===== src/rtl/core/qat_pkg.sv =====
// Shared types and constants of the quoted argument tokenizer.
package qat_pkg;

	localparam int BUF_DEPTH = 256;
	localparam int POS_W = $clog2(BUF_DEPTH + 1);
	localparam logic [POS_W-1:0] BUF_FULL = POS_W'(BUF_DEPTH);

	localparam logic [1:0] KIND_CONTENT = 2'd0;
	localparam logic [1:0] KIND_TERM = 2'd1;
	localparam logic [1:0] KIND_DONE = 2'd2;

	localparam logic [7:0] CH_NUL = 8'h00;
	localparam logic [7:0] CH_SPACE = 8'h20;
	localparam logic [7:0] CH_QUOTE = 8'h22;
	localparam logic [7:0] CH_BSLASH = 8'h5C;

	localparam logic [6:0] MAX_ARGS_RST = 7'd60;
	localparam logic [5:0] LIMIT_SAT = 6'd63;

	localparam int OQ_DEPTH = 4;
	localparam int OQ_AW = $clog2(OQ_DEPTH);

	typedef struct packed {
		logic [1:0] kind;
		logic [7:0] out_byte;
		logic [7:0] write_pos;
		logic [5:0] arg_index;
		logic [7:0] arg_start_pos;
		logic [5:0] arg_count;
		logic       truncated;
		logic       last;
	} qat_result_t;

	typedef struct packed {
		logic [1:0]  push_n;
		qat_result_t res0;
		qat_result_t res1;
	} qat_push_t;

endpackage


===== src/rtl/core/qat_outq.sv =====
// Result queue that takes up to two results per cycle and hands out one.
module qat_outq (
	input  logic               clk,
	input  logic               arst_n,
	input  qat_pkg::qat_push_t push,
	output logic               room2,
	output logic               out_valid,
	input  logic               out_ready,
	output qat_pkg::qat_result_t out_res
);
	import qat_pkg::*;

	qat_result_t      mem_q [OQ_DEPTH];
	logic [OQ_AW-1:0] wr_ptr_q;
	logic [OQ_AW-1:0] rd_ptr_q;
	logic [OQ_AW:0]   count_q;
	logic             pop;
	logic [OQ_AW-1:0] wr_ptr_nxt;

	assign pop = out_valid && out_ready;
	assign out_valid = (count_q != '0);
	assign out_res = mem_q[rd_ptr_q];
	assign room2 = (count_q <= (OQ_AW+1)'(OQ_DEPTH - 2));
	assign wr_ptr_nxt = wr_ptr_q + OQ_AW'(1);

	always_ff @(posedge clk) begin
		if (push.push_n != 2'd0) begin
			mem_q[wr_ptr_q] <= push.res0;
		end
		if (push.push_n == 2'd2) begin
			mem_q[wr_ptr_nxt] <= push.res1;
		end
	end

	always_ff @(posedge clk or negedge arst_n) begin
		if (!arst_n) begin
			wr_ptr_q <= '0;
			rd_ptr_q <= '0;
			count_q <= '0;
		end else begin
			wr_ptr_q <= wr_ptr_q + OQ_AW'(push.push_n);
			if (pop) begin
				rd_ptr_q <= rd_ptr_q + OQ_AW'(1);
			end
			count_q <= count_q + (OQ_AW+1)'(push.push_n) - (OQ_AW+1)'(pop);
		end
	end

endmodule


===== src/rtl/core/qat_ctrl.sv =====
// Input register, line state and per-byte tokenizing logic.
module qat_ctrl (
	input  logic               clk,
	input  logic               arst_n,
	input  logic               cfg_wen,
	input  logic [6:0]         cfg_wdata,
	input  logic               in_valid,
	output logic               in_ready,
	input  logic [7:0]         in_char,
	input  logic               room2,
	output qat_pkg::qat_push_t push
);
	import qat_pkg::*;

	logic             valid_s1;
	logic [7:0]       char_s1;
	logic [6:0]       max_args_q;
	logic             in_quotes_q;
	logic             esc_q;
	logic             arg_open_q;
	logic             stopped_q;
	logic [5:0]       args_found_q;
	logic [POS_W-1:0] nwp_q;
	logic [7:0]       arg_start_q;
	logic             ovf_q;

	logic             in_quotes_d;
	logic             esc_d;
	logic             arg_open_d;
	logic             stopped_d;
	logic [5:0]       args_found_d;
	logic [POS_W-1:0] nwp_d;
	logic [7:0]       arg_start_d;
	logic             ovf_d;
	logic             process;
	logic [5:0]       limit;
	logic [6:0]       lim_raw;

	assign process = valid_s1 && room2;
	assign in_ready = !valid_s1 || process;
	assign lim_raw = max_args_q - 7'd1;

	always_comb begin
		if (max_args_q == 7'd0) begin
			limit = 6'd0;
		end else if (lim_raw > 7'(LIMIT_SAT)) begin
			limit = LIMIT_SAT;
		end else begin
			limit = lim_raw[5:0];
		end
	end

	always_comb begin
		logic [1:0]       n;
		logic [POS_W-1:0] pos;
		logic             do_end;
		logic             do_term;
		logic             do_content;
		qat_result_t      r0;
		qat_result_t      r1;
		qat_result_t      rt;
		qat_result_t      rc;
		qat_result_t      rd;

		in_quotes_d = in_quotes_q;
		esc_d = esc_q;
		arg_open_d = arg_open_q;
		stopped_d = stopped_q;
		args_found_d = args_found_q;
		nwp_d = nwp_q;
		arg_start_d = arg_start_q;
		ovf_d = ovf_q;
		n = 2'd0;
		pos = '0;
		do_end = 1'b0;
		do_term = 1'b0;
		do_content = 1'b0;
		r0 = '0;
		r1 = '0;
		rt = '0;
		rc = '0;
		rd = '0;

		priority if (stopped_q || max_args_q == 7'd0) begin
			do_end = (char_s1 == CH_NUL);
		end else if (esc_q) begin
			esc_d = 1'b0;
			if (char_s1 == CH_NUL) begin
				do_end = 1'b1;
			end else if (char_s1 == CH_QUOTE || char_s1 == CH_BSLASH) begin
				do_content = 1'b1;
			end
		end else if (char_s1 == CH_NUL) begin
			do_end = 1'b1;
		end else if (char_s1 == CH_SPACE && !in_quotes_q) begin
			if (arg_open_q) begin
				if (args_found_q >= limit) begin
					stopped_d = 1'b1;
				end else begin
					do_term = 1'b1;
				end
			end
		end else if (char_s1 == CH_QUOTE) begin
			in_quotes_d = !in_quotes_q;
		end else begin
			if (!arg_open_q) begin
				arg_open_d = 1'b1;
				arg_start_d = nwp_q[7:0];
			end
			if (char_s1 == CH_BSLASH) begin
				esc_d = 1'b1;
			end else begin
				do_content = 1'b1;
			end
		end

		if (do_end && !stopped_q && max_args_q != 7'd0 && arg_open_q
		    && args_found_q < limit) begin
			do_term = 1'b1;
		end

		if (do_content || do_term) begin
			pos = nwp_q;
			if (pos < BUF_FULL) begin
				nwp_d = pos + POS_W'(1);
			end else begin
				ovf_d = 1'b1;
			end
		end

		rc.kind = KIND_CONTENT;
		rc.out_byte = char_s1;
		rc.write_pos = pos[7:0];
		rc.truncated = ovf_d;

		rt.kind = KIND_TERM;
		rt.write_pos = pos[7:0];
		rt.arg_index = args_found_q;
		rt.arg_start_pos = arg_start_q;
		rt.truncated = ovf_d;

		if (do_term) begin
			args_found_d = args_found_q + 6'd1;
			arg_open_d = 1'b0;
		end

		rd.kind = KIND_DONE;
		rd.arg_count = args_found_d;
		rd.truncated = ovf_d;
		rd.last = 1'b1;

		if (do_end) begin
			if (do_term) begin
				r0 = rt;
				r1 = rd;
				n = 2'd2;
			end else begin
				r0 = rd;
				n = 2'd1;
			end
			in_quotes_d = 1'b0;
			esc_d = 1'b0;
			arg_open_d = 1'b0;
			stopped_d = 1'b0;
			args_found_d = '0;
			nwp_d = '0;
			arg_start_d = '0;
			ovf_d = 1'b0;
		end else if (do_term) begin
			r0 = rt;
			r0.last = 1'b1;
			n = 2'd1;
		end else if (do_content) begin
			r0 = rc;
			r0.last = 1'b1;
			n = 2'd1;
		end

		push.push_n = process ? n : 2'd0;
		push.res0 = r0;
		push.res1 = r1;
	end

	always_ff @(posedge clk) begin
		if (in_valid && in_ready) begin
			char_s1 <= in_char;
		end
	end

	always_ff @(posedge clk or negedge arst_n) begin
		if (!arst_n) begin
			valid_s1 <= 1'b0;
			max_args_q <= MAX_ARGS_RST;
			in_quotes_q <= 1'b0;
			esc_q <= 1'b0;
			arg_open_q <= 1'b0;
			stopped_q <= 1'b0;
			args_found_q <= '0;
			nwp_q <= '0;
			arg_start_q <= '0;
			ovf_q <= 1'b0;
		end else begin
			if (in_ready) begin
				valid_s1 <= in_valid;
			end
			if (cfg_wen) begin
				max_args_q <= cfg_wdata;
			end
			if (process) begin
				in_quotes_q <= in_quotes_d;
				esc_q <= esc_d;
				arg_open_q <= arg_open_d;
				stopped_q <= stopped_d;
				args_found_q <= args_found_d;
				nwp_q <= nwp_d;
				arg_start_q <= arg_start_d;
				ovf_q <= ovf_d;
			end
		end
	end

endmodule


===== src/rtl/core/quoted_argument_tokenizer.sv =====
// Top level of the quoted argument tokenizer.
//
// The slave channel takes one byte of a command line per item; a zero byte
// ends the line. The master channel returns records: a content byte with its
// buffer position, an argument terminator with index and start position, or
// a line finished record with the argument count. tuser carries the kind and
// tlast marks the final record caused by one input byte.
// An accepted byte is held in the input register and decoded there; its
// records are written into the result queue, from which they are offered.
// The block takes one byte per cycle while the queue has two free entries;
// the end of a line that closes an open argument gives two records, and then
// the output channel, at one record per cycle, sets the pace.
// The records go through a four-entry queue. When the receiver stalls, the
// queue fills and tready on the slave side drops while a byte waits in the
// input register and fewer than two entries are free. Reset empties the
// queue, clears the line state and sets the argument slot register to 60.
// cfg_wen writes that register directly.
module quoted_argument_tokenizer (
	input  logic        clk,
	input  logic        arst_n,
	input  logic        cfg_wen,
	input  logic [6:0]  cfg_wdata,
	input  logic        s_tvalid,
	output logic        s_tready,
	input  logic [7:0]  s_tdata,   // char_in[7:0]
	output logic        m_tvalid,
	input  logic        m_tready,
	// out_byte[7:0], write_pos[15:8], arg_index[21:16], arg_start_pos[29:22],
	// arg_count[35:30], truncated[36], zero[39:37]
	output logic [39:0] m_tdata,
	output logic [1:0]  m_tuser,   // kind[1:0]
	output logic        m_tlast
);
	import qat_pkg::*;

	qat_push_t   push;
	qat_result_t res;
	logic        room2;

	qat_ctrl u_ctrl (
		.clk       (clk),
		.arst_n    (arst_n),
		.cfg_wen   (cfg_wen),
		.cfg_wdata (cfg_wdata),
		.in_valid  (s_tvalid),
		.in_ready  (s_tready),
		.in_char   (s_tdata),
		.room2     (room2),
		.push      (push)
	);

	qat_outq u_outq (
		.clk       (clk),
		.arst_n    (arst_n),
		.push      (push),
		.room2     (room2),
		.out_valid (m_tvalid),
		.out_ready (m_tready),
		.out_res   (res)
	);

	assign m_tdata = {3'b000, res.truncated, res.arg_count, res.arg_start_pos,
	                  res.arg_index, res.write_pos, res.out_byte};
	assign m_tuser = res.kind;
	assign m_tlast = res.last;

endmodule


===== config.mk =====
export PLATFORM = sky130hd
export DESIGN_NAME = quoted_argument_tokenizer
export DESIGN_NICKNAME = d
export VERILOG_FILES = /design/src/rtl/core/qat_pkg.sv /design/src/rtl/core/qat_outq.sv /design/src/rtl/core/qat_ctrl.sv /design/src/rtl/core/quoted_argument_tokenizer.sv
export SDC_FILE = /design/constraint.sdc
export NUM_CORES = 1
export LEC_CHECK = 0
export BUFFER_PORTS_ARGS = -buffer_cell sky130_fd_sc_hd__buf_4
export CAP_MARGIN = 20
export CELL_PAD_IN_SITES_DETAIL_PLACEMENT = 0
export CELL_PAD_IN_SITES_GLOBAL_PLACEMENT = 1
export CORE_MARGIN = 2
export CORE_UTILIZATION = 52
export DETAILED_ROUTE_END_ITERATION = 6
export PLACE_DENSITY = 0.87
export SLEW_MARGIN = 30
export SYNTH_ARGS = -nofsm -noshare
export SYNTH_HDL_FRONTEND = slang
export SYNTH_HIERARCHICAL = 1
export SYNTH_SLANG_ARGS = --single-unit

===== constraint.sdc =====
create_clock -name clk -period 9.6 [get_ports clk]
set_input_delay 1.44 -clock clk [delete_from_list [all_inputs] [get_ports clk]]
set_output_delay 1.44 -clock clk [all_outputs]
set_load 0.1 [all_outputs]

After elaboration in Yosys (flattened, before gate mapping)

Memory sizes are Yosys's and may differ from the RTL's.
Cells that the tools add are included.

Register bits: 51
Bits in latches: 0
RAM bits: 160
Bits in read-only memories: 0
Bits of input ports: 20
Logic and storage cells: 152
Memories kept: 1

$add $sub $neg: 8
$mul: 0
Div/mod/pow operators: 0
Magnitude comparators: 5
Equal/unequal tests: 15
Shifts and indexed selects: 0
Multiplexer cells: 77
Bitwise operators: 0
Reduce and logical (&&, ||, !) cells: 32

Memory list:

| memory       | depth | bits a word | read ports | clocked after Yosys merged registers in | wr ports | line           | RTL |
|---|---|---|---|---|---|---|---|
| u_outq.mem_q | 4     | 40          | 1          | 0                                       | 2        | qat_outq.sv:13 | `qat_result_t mem_q [OQ_DEPTH];` |

Operators with widths:

| cell                                                                            | count |
|---|---|
| 40-bit 2-to-1 mux                                                               | 5 |
| 8-bit 2-to-1 mux                                                                | 8 |
| 1-bit 2-to-1 mux                                                                | 52 |
| 38-bit 2-to-1 mux                                                               | 1 |
| 9-bit 2-to-1 mux                                                                | 3 |
| 6-bit 2-to-1 mux                                                                | 4 |
| 8-bit by 6-bit == test with 1-bit output, second input constant                 | 2 |
| 3-bit inequality test, second input constant                                    | 5 |
| 7-bit AND reduction                                                             | 2 |
| 2-bit nonzero test                                                              | 7 |
| 2-bit inequality test, second input constant                                    | 6 |
| 6-bit AND reduction                                                             | 2 |
| 9-bit by 1-bit adder with 9-bit output, second input constant                   | 1 |
| 9-bit < comparator, second input constant                                       | 1 |
| 8-bit by 7-bit == test with 1-bit output, second input constant                 | 1 |
| 1-bit logical AND                                                               | 8 |
| 8-bit zero test                                                                 | 1 |
| 2-bit 2-to-1 mux                                                                | 4 |
| 7-bit by 6-bit greater-than comparator with 1-bit output, second input constant | 1 |
| 7-bit zero test                                                                 | 1 |
| 7-bit nonzero test                                                              | 1 |
| 7-bit by 1-bit subtractor with 7-bit output, second input constant              | 1 |
| 6-bit by 1-bit adder with 6-bit output, second input constant                   | 1 |
| 6-bit >= comparator                                                             | 1 |
| other kinds (12)                                                                | 18 |

Logic depth before layout (Yosys ltp)

Gate-level depths: netlist of run 1.

Word-level depth: 18
Mapped depth: 20
Depth with buffers taken out: 19

Hierarchy

Netlist of run 1, hierarchy kept.

Modules (own cells, without submodules):

| module                    | instances | cells an instance | area each (um^2) | sequential area each (um^2) |
|---|---|---|---|---|
| qat_outq                  | 1         | 428               | 8,358.0          | 4,979.8 |
| qat_ctrl                  | 1         | 341               | 3,015.4          | 1,146.1 |
| quoted_argument_tokenizer | 1         | 4                 | 26.3             | 0.0 |

Worst setup path before layout of run 1

No wires, ideal clock.

Path type: reg2reg
Start point: register u_ctrl.max_args_q[3]
End point: memory u_outq/mem_q[0][0] in the netlist's numbering (enable)
Arrival time: 6.712 ns
Slack: 2.395 ns
Cell stages (with the launch flop): 15
Buffers on the path: 1
Clock period less this slack: 7.205 ns
Cell sequence: dfstp_2 or3_1 nor4_1 a21oi_1 ha_1 nand2b_1 a21oi_1 o2111ai_1 a21oi_2 or2_2 clkbuf_1 nor2_1 nor3_1 o21bai_1 o21ai_0

RTL lines:

| item                     | line            | RTL |
|---|---|---|
| start: declaration       | qat_ctrl.sv:17  | `logic [6:0] max_args_q;` |
| start signal: assignment | qat_ctrl.sv:207 | `max_args_q <= cfg_wdata;` |
| end: declaration         | qat_outq.sv:13  |  |

==> out/qor.yml, run 1 <==
sta:
  fmax_ghz: 0.169
  setup_viol: 0
  hold_viol: 0
  slew_violations: 0
  rsz0062_at_grt: "false"
  max_slew_margin: 0.358
  worst_pin_slew_ns: 0.961
  finalSetupTns_ns: 0
  clock_skew_ns: 0.0191
  period_needed_ns: 5.93
  post-route-period-util: 0.617
clock_tree:
  htreeDepth: 1
  cts_tree: "done"
  cts_hold_buffers: 0
  clk_latency_ns: 0.50
  clock_sinks: 211
  clockBufferDepth: 3
  cts_buffers: 23
  cts_root_buffer: "clkbuf_16"
  postCtsSetupBuffers: 0
  clk_pin_slew_ns: 0.06
  cts_resized: 0
hold_path:
  min_path_type: "reg -> reg"
  min_path_cells: 2
outcome:
  status: "complete, no violations"
synth:
  synth_cells: 773
  synth_ff_type: "edfxtp_1"
  synth-seq-area-share: 0.537
  syn-cell-area_mm2: 0.0114
  yosysUniqueCellTypes: 61
  ys_async_sr_fraction: 0.204
  synth-seq-cells: 211
  syn_avg_cell_area_um2: 14.7
  synth_edf_count: 168
  ys_warn_count: 6
setup_path:
  cp_slowest_cell: "nand4b_1"
  slowest_delay_ns: 0.73
  cp_data_required_time_ns: 9.74
  start_kind: "register"
  cp-end-kind: "register"
  reg2reg_depth: 19
  path_max_fanout: 29
  cp_cell_sequence: "inv_1 -> ha_1 -> nor3b_1 -> nand2_1 -> xor2_1 -> a21o_1 -> ha_1 -> a21oi_1 -> o21a_1 -> o2111ai_1 -> a21oi_2 -> buf_4 -> nand2_1 -> inv_1 -> nor3_2 -> nand4b_1 -> buf_4 -> o21ai_4 -> buf_4"
  critPathMostFrequentCell: "buf_4"
  worst-path-stages: 19
  critical_path_class: "reg -> reg"
  path_buf_inv: 5
  worstPathArrival_ns: 6.07
  crit_family: "buffers and inverters"
layout:
  drive_gt1_frac: 0.384
  nets: 865
  final_cells: 1121
  area_growth_pct: 10.5
  antenna_cells: 0
  layout_common_cells: "edfxtp_1, mux2_2, buf_4"
  layout.cells.most_common: "edfxtp_1"
  final_util: 0.581
pwr:
  power_density_mw_per_mm2: 316
  power_switching_w: 0.00179
  seqPwrFrac: 0.343
  ir_drop_v: 0.000236
  sw_frac_of_total: 0.449
  cell_internal_pwr_w: 0.00220
  p_leak_nw: 4.80
  clkPwrFrac: 0.206
  p_comb_frac: 0.451
placed_design:
  portBuffers: 61
  routabilityCongestion: 0.887
  dpl.hpwl_um: 14900
  dp_cells: 1082
detailed_routing:
  first_pass_iters: 5
  drtIter0Drc: 379
  wire_per_inst_um: 20.6
  viasPerCell: 5.77
  drc_errors: 0
  detail-route-antenna-nets: 0
  wl_um: 23100
  num_vias: 6469
floorplan:
  dieArea_mm2: 0.0231
  top_level_ports: 65
  start_util: 0.526
  die_x_um: 152
  core_mm2: 0.0217
  die_h_um: 152
  rows: 54
grt:
  grt_pass1_wl_um: 37000
  antenna_found_initial: 0
  overflow: 0
  grt_start_max_net_pins: 44
  grt_usage: 0.201
  first_global_vias: 6638
run:
  maxCapViolCount: 0
-- power groups by stage --
stage          Clock, W  Combinational [W]  Sequential [W]
6_report       0.000823            0.00180         0.00137
5_1_grt        0.000874            0.00187         0.00139
4_1_cts        0.000842            0.00181         0.00137
3_5_place_dp          0            0.00180         0.00139
3_3_place_gp          0            0.00180         0.00138
2_1_floorplan         0            0.00153         0.00129
-- cell type report --
class / count / area [um2]
Fill cell: 1685 / 9090
Clock inverter: 9 / 90.1
Tap cell: 280 / 350
Multi-Input combinational cell: 498 / 4800
Inverter: 20 / 75.1
Timing Repair Buffer: 73 / 548
Clock buffer: 30 / 602
Sequential cell: 211 / 6130
-- Yosys cell counts (7+ instances only) --
library cell  count  area share
xor2_1            9      0.0069
buf_4            35       0.023
xnor2_1           7      0.0054
clkbuf_1         14      0.0046
mux4_2           40       0.079
ha_1             17       0.019
or3_1            10      0.0055
nand4_1           7      0.0038
and2_1           35       0.019
mux2_4           39       0.051
buf_6             9      0.0089
nor2_1           27      0.0089
mux2_2          120        0.12
a21oi_1          15      0.0066
inv_1            20      0.0066
dfrtp_1          39       0.086
buf_2            12      0.0053
nand2_1          36       0.012
nand3_1           9      0.0040
o21ai_0          22      0.0097
edfxtp_1        168        0.44
-- stage by stage --
stage	setup WS [ns]	area (um2)	total power [W]	hold slack, ns
after CTS	3.20	12600	0.00402	0.477
after floorplan	2.40	11500	0.00282	0.440
after global placement	3.53	11900	0.00318	0.456
after global routing	3.15	12600	0.00414	0.494
after detailed placement	3.26	11900	0.00319	0.464
final	3.67	12600	0.00399	0.473
-- worst min-delay path, delay by kind of cell, from the launching register on --
family,cells,cell delay (ns)
compound gates,1,0.06
flops,1,0.34
simple gates,1,0.04
-- path summary, 6_finish.rpt --
kind | slack [ns] | start | end
worst max-delay path | 3.67 | u_ctrl/max_args_q[0] | u_outq/mem_q[0][21]
min in group asynchronous | 0.93 | arst_n | u_ctrl/stopped_q
worst min register to register | 0.47 | u_ctrl/arg_start_q[1] | u_ctrl/arg_start_q[1]
worst max register to register | 3.67 | u_ctrl/max_args_q[0] | u_outq/mem_q[0][21]
max in group asynchronous | 8.20 | arst_n | u_outq/rd_ptr_q[1]
worst min-delay path | 0.47 | u_ctrl/arg_start_q[1] | u_ctrl/arg_start_q[1]
-- flip-flops by register name, summed over array words and instances (netlist names) --
register             flops
u_ctrl/in_quotes_q       1
u_ctrl/args_found_q      6
u_ctrl/stopped_q         1
u_ctrl/valid_s1          1
u_ctrl/char_s1           8
u_ctrl/max_args_q        7
u_ctrl/esc_q             1
u_ctrl/ovf_q             1
u_outq/rd_ptr_q          2
u_ctrl/arg_open_q        1
u_outq/wr_ptr_q          2
u_ctrl/nwp_q             9
u_ctrl/arg_start_q       8
u_outq/count_q           3
u_outq/mem_q           160
-- metal layers --
| metal | global-route usage | up-vias | wire length, um |
|---|---|---|---|
| li1 | - | 2987 | - |
| met1 | 0.281 | 3228 | 10200 |
| met2 | 0.324 | 204 | 11100 |
| met3 | 0.0285 | 50 | 1140 |
| met4 | 0.0694 | 0 | 671 |
| met5 | 0 | - | 0 |
-- cell families (layout without fill, tap and decap cells) --
logic type               count (synthesis)  in the layout  share of synthesized area
flip-flops                             211            211                      0.537
multiplexers                           206            206                      0.256
AND/OR/NAND/NOR                        153            153                     0.0757
buffers and inverters                   96            132                     0.0561
AO/OA/AOI/OAI                           71             71                     0.0417
adder cells (fa/ha/maj)                 18             18                     0.0204
XOR/XNOR                                16             16                     0.0123
other                                    2             34                   0.000659
(Power assumes the default switching activity.)
==> run 2, diff against run 1 <==
Settings changed: CORE_UTILIZATION 52 to 47, PLACE_DENSITY 0.87 to 0.84.
Clock period 9.6 ns to 5 ns, I/O delays scaled along.
==> run 2 against run 1 <==
- maximum frequency rose by 29%
- sequential cell count did not move
- worst setup slack lost 3.3 ns
- combinational power grew 98%
- worst hold slack got worse by 0.23 ns
- utilization shrank 3.8 points
- clock-buffer cell count fell by 2
- wire length grew 4.9%
- non-clock buffer count is 13 higher
- sequential share of layout area decreased by 0.86 points
- register-to-register slack got worse by 3.3 ns
- critical path depth unchanged
- critical path type unchanged
==> out/qor.yml, run 2 (synthesized netlist as in run 1, its figures left out) <==
outcome:
  status: "complete, no violations"
clock_tree:
  cts_hold_buffers: 0  # unchanged
  clockBufferDepth: 3  # unchanged
  clk_pin_slew_ns: 0.06  # about the same
  clk_latency_ns: 0.51  # about the same
  cts_tree: "done"
  clock_sinks: 211  # unchanged
  cts_buffers: 23  # unchanged
  cts_resized: 0  # unchanged
  cts_root_buffer: "clkbuf_16"
  postCtsSetupBuffers: 0  # unchanged
  htreeDepth: 1  # unchanged
floorplan:
  rows: 56  # +3.7%
  top_level_ports: 65  # unchanged
  core_mm2: 0.0236  # +8.9%
  start_util: 0.483  # -0.0428
  dieArea_mm2: 0.0255  # +10%
  die_h_um: 160  # +5.1%
  die_x_um: 160  # +5.1%
grt:
  first_global_vias: 6616  # -0.33%
  grt_usage: 0.190  # -0.0108
  overflow: 0  # unchanged
  grt_start_max_net_pins: 44  # unchanged
  grt_pass1_wl_um: 37900  # +2.5%
  antenna_found_initial: 0  # unchanged
detailed_routing:
  viasPerCell: 5.50  # -4.6%
  first_pass_iters: 4  # -1
  detail-route-antenna-nets: 0  # unchanged
  drc_errors: 0  # unchanged
  drtIter0Drc: 464  # +22%
  wl_um: 24300  # +4.9%
  num_vias: 6473  # +0.062%
  wire_per_inst_um: 20.6  # about the same
placed_design:
  portBuffers: 61  # unchanged
  dpl.hpwl_um: 15300  # +2.2%
  routabilityCongestion: 0.821  # -7.4%
setup_path:
  critical_path_class: "reg -> reg"
  worstPathArrival_ns: 4.84  # -1.23 ns
  cp_data_required_time_ns: 5.26  # -4.48 ns
  path_max_fanout: 29  # unchanged
  start_kind: "register"
  crit_family: "simple AND/OR/NAND/NOR gates"
  path_buf_inv: 5  # unchanged
  cp_cell_sequence: "inv_1 -> ha_1 -> nor3b_1 -> nand2_1 -> xor2_1 -> a21o_1 -> ha_1 -> a21oi_1 -> o21a_1 -> o2111ai_1 -> a21oi_2 -> buf_4 -> nand2_1 -> inv_1 -> nor3_2 -> buf_4 -> and4bb_2 -> buf_12 -> mux2_2"
  cp_slowest_cell: "and4bb_2"
  cp-end-kind: "register"
  slowest_delay_ns: 0.40  # -0.33 ns
sta:
  slew_violations: 0  # unchanged
  hold_slack_ns: 0.243  # -0.230 ns
  hold_viol: 0  # unchanged
  clock_skew_ns: 0.0151  # -0.00393 ns
  fmax_ghz: 0.218  # +29%
  setup_viol: 0  # unchanged
  period_needed_ns: 4.58  # -1.34 ns
  rsz0062_at_grt: "false"
  post-route-period-util: 0.916  # +0.299
  max_slew_margin: 0.505  # +0.147
  worst_pin_slew_ns: 0.741  # -0.220 ns
  finalSetupTns_ns: 0  # unchanged
layout:
  drive_gt1_frac: 0.393  # +0.00917
  largest-register: "u_outq/mem_q"
  antenna_cells: 0  # unchanged
  nets: 879  # +1.6%
  layout.cells.most_common: "edfxtp_1"
  area_growth_pct: 12.5
  largest_register_ffs: 160  # unchanged
  layout_common_cells: "edfxtp_1, mux2_2, buf_4"
  reg_top3: "u_outq/mem_q (160), u_ctrl/nwp_q (9)"
pwr:
  power_switching_w: 0.00351  # +96%
  power_density_mw_per_mm2: 605  # +91%
  ir_drop_v: 0.000588  # +150%
  p_comb_frac: 0.460  # +0.009
  power_w: 0.00776  # +95%
  sw_frac_of_total: 0.452  # +0.00284
  p_leak_nw: 4.90  # +2.0%
  clkPwrFrac: 0.207  # about the same
  seqPwrFrac: 0.332  # -0.011
  cell_internal_pwr_w: 0.00425  # +94%
hold_path:
  min_path_type: "in -> async"
run:
  maxCapViolCount: 0  # unchanged
-- run 2: cell count changes in the layout (fill, tap and decap cells not counted), moves of 2 or more --
cell,change
buf_4,+7
buf_12,+4
clkinv_1,+3
buf_6,+2
clkbuf_1,-2
-- run 2: area by class of cell --
class	count	area (um2)
Tap cell	319	399
Timing Repair Buffer	86	703
Fill cell	1932	10800
Clock inverter	13	113
Clock buffer	28	594
Inverter	20	75.1
Multi-Input combinational cell	499	4810
Sequential cell	211	6130
-- run 2: path summary, 6_finish.rpt --
kind,start,end,slack (ns),cells past startpoint
min in group clk,s_tdata[7],u_ctrl/char_s1[7],0.43,1
min,arst_n,u_ctrl/max_args_q[1],0.24,1
max reg2reg,u_ctrl/max_args_q[0],u_outq/mem_q[2][39],0.42,19
max,u_ctrl/max_args_q[0],u_outq/mem_q[2][39],0.42,19
max in group asynchronous,arst_n,u_outq/rd_ptr_q[0],4.33,1
min reg2reg,u_ctrl/arg_start_q[7],u_ctrl/arg_start_q[7],0.47,2
-- run 2: through the flow --
step	area (um2)	std cells	utilization	setup WS [ns]
2_1_floorplan	11600	805	-	-0.115
3_3_place_gp	12100	1134	0.512	0.298
3_5_place_dp	12100	1134	0.512	0.253
4_1_cts	12800	1175	0.542	0.250
5_1_grt	12800	1176	0.543	0.0163
6_report	12800	1176	0.543	0.418
-- run 2: power by group through the flow --
stage                     registers, W  logic (W)  clock network, W
after global routing           0.00262    0.00374           0.00171
after detailed placement       0.00262    0.00359                 0
after floorplan                0.00246    0.00295                 0
after CTS                      0.00259    0.00360           0.00163
final                          0.00258    0.00357           0.00161
after global placement         0.00260    0.00357                 0
-- run 2: metal layers --
metal / wire, um / part of all wire / GRT usage
met1: 10800 / 0.44 / 0.260
met3: 1000 / 0.041 / 0.0231
met5: 0 / 0 / 0
met4: 319 / 0.013 / 0.0393
met2: 12200 / 0.50 / 0.327
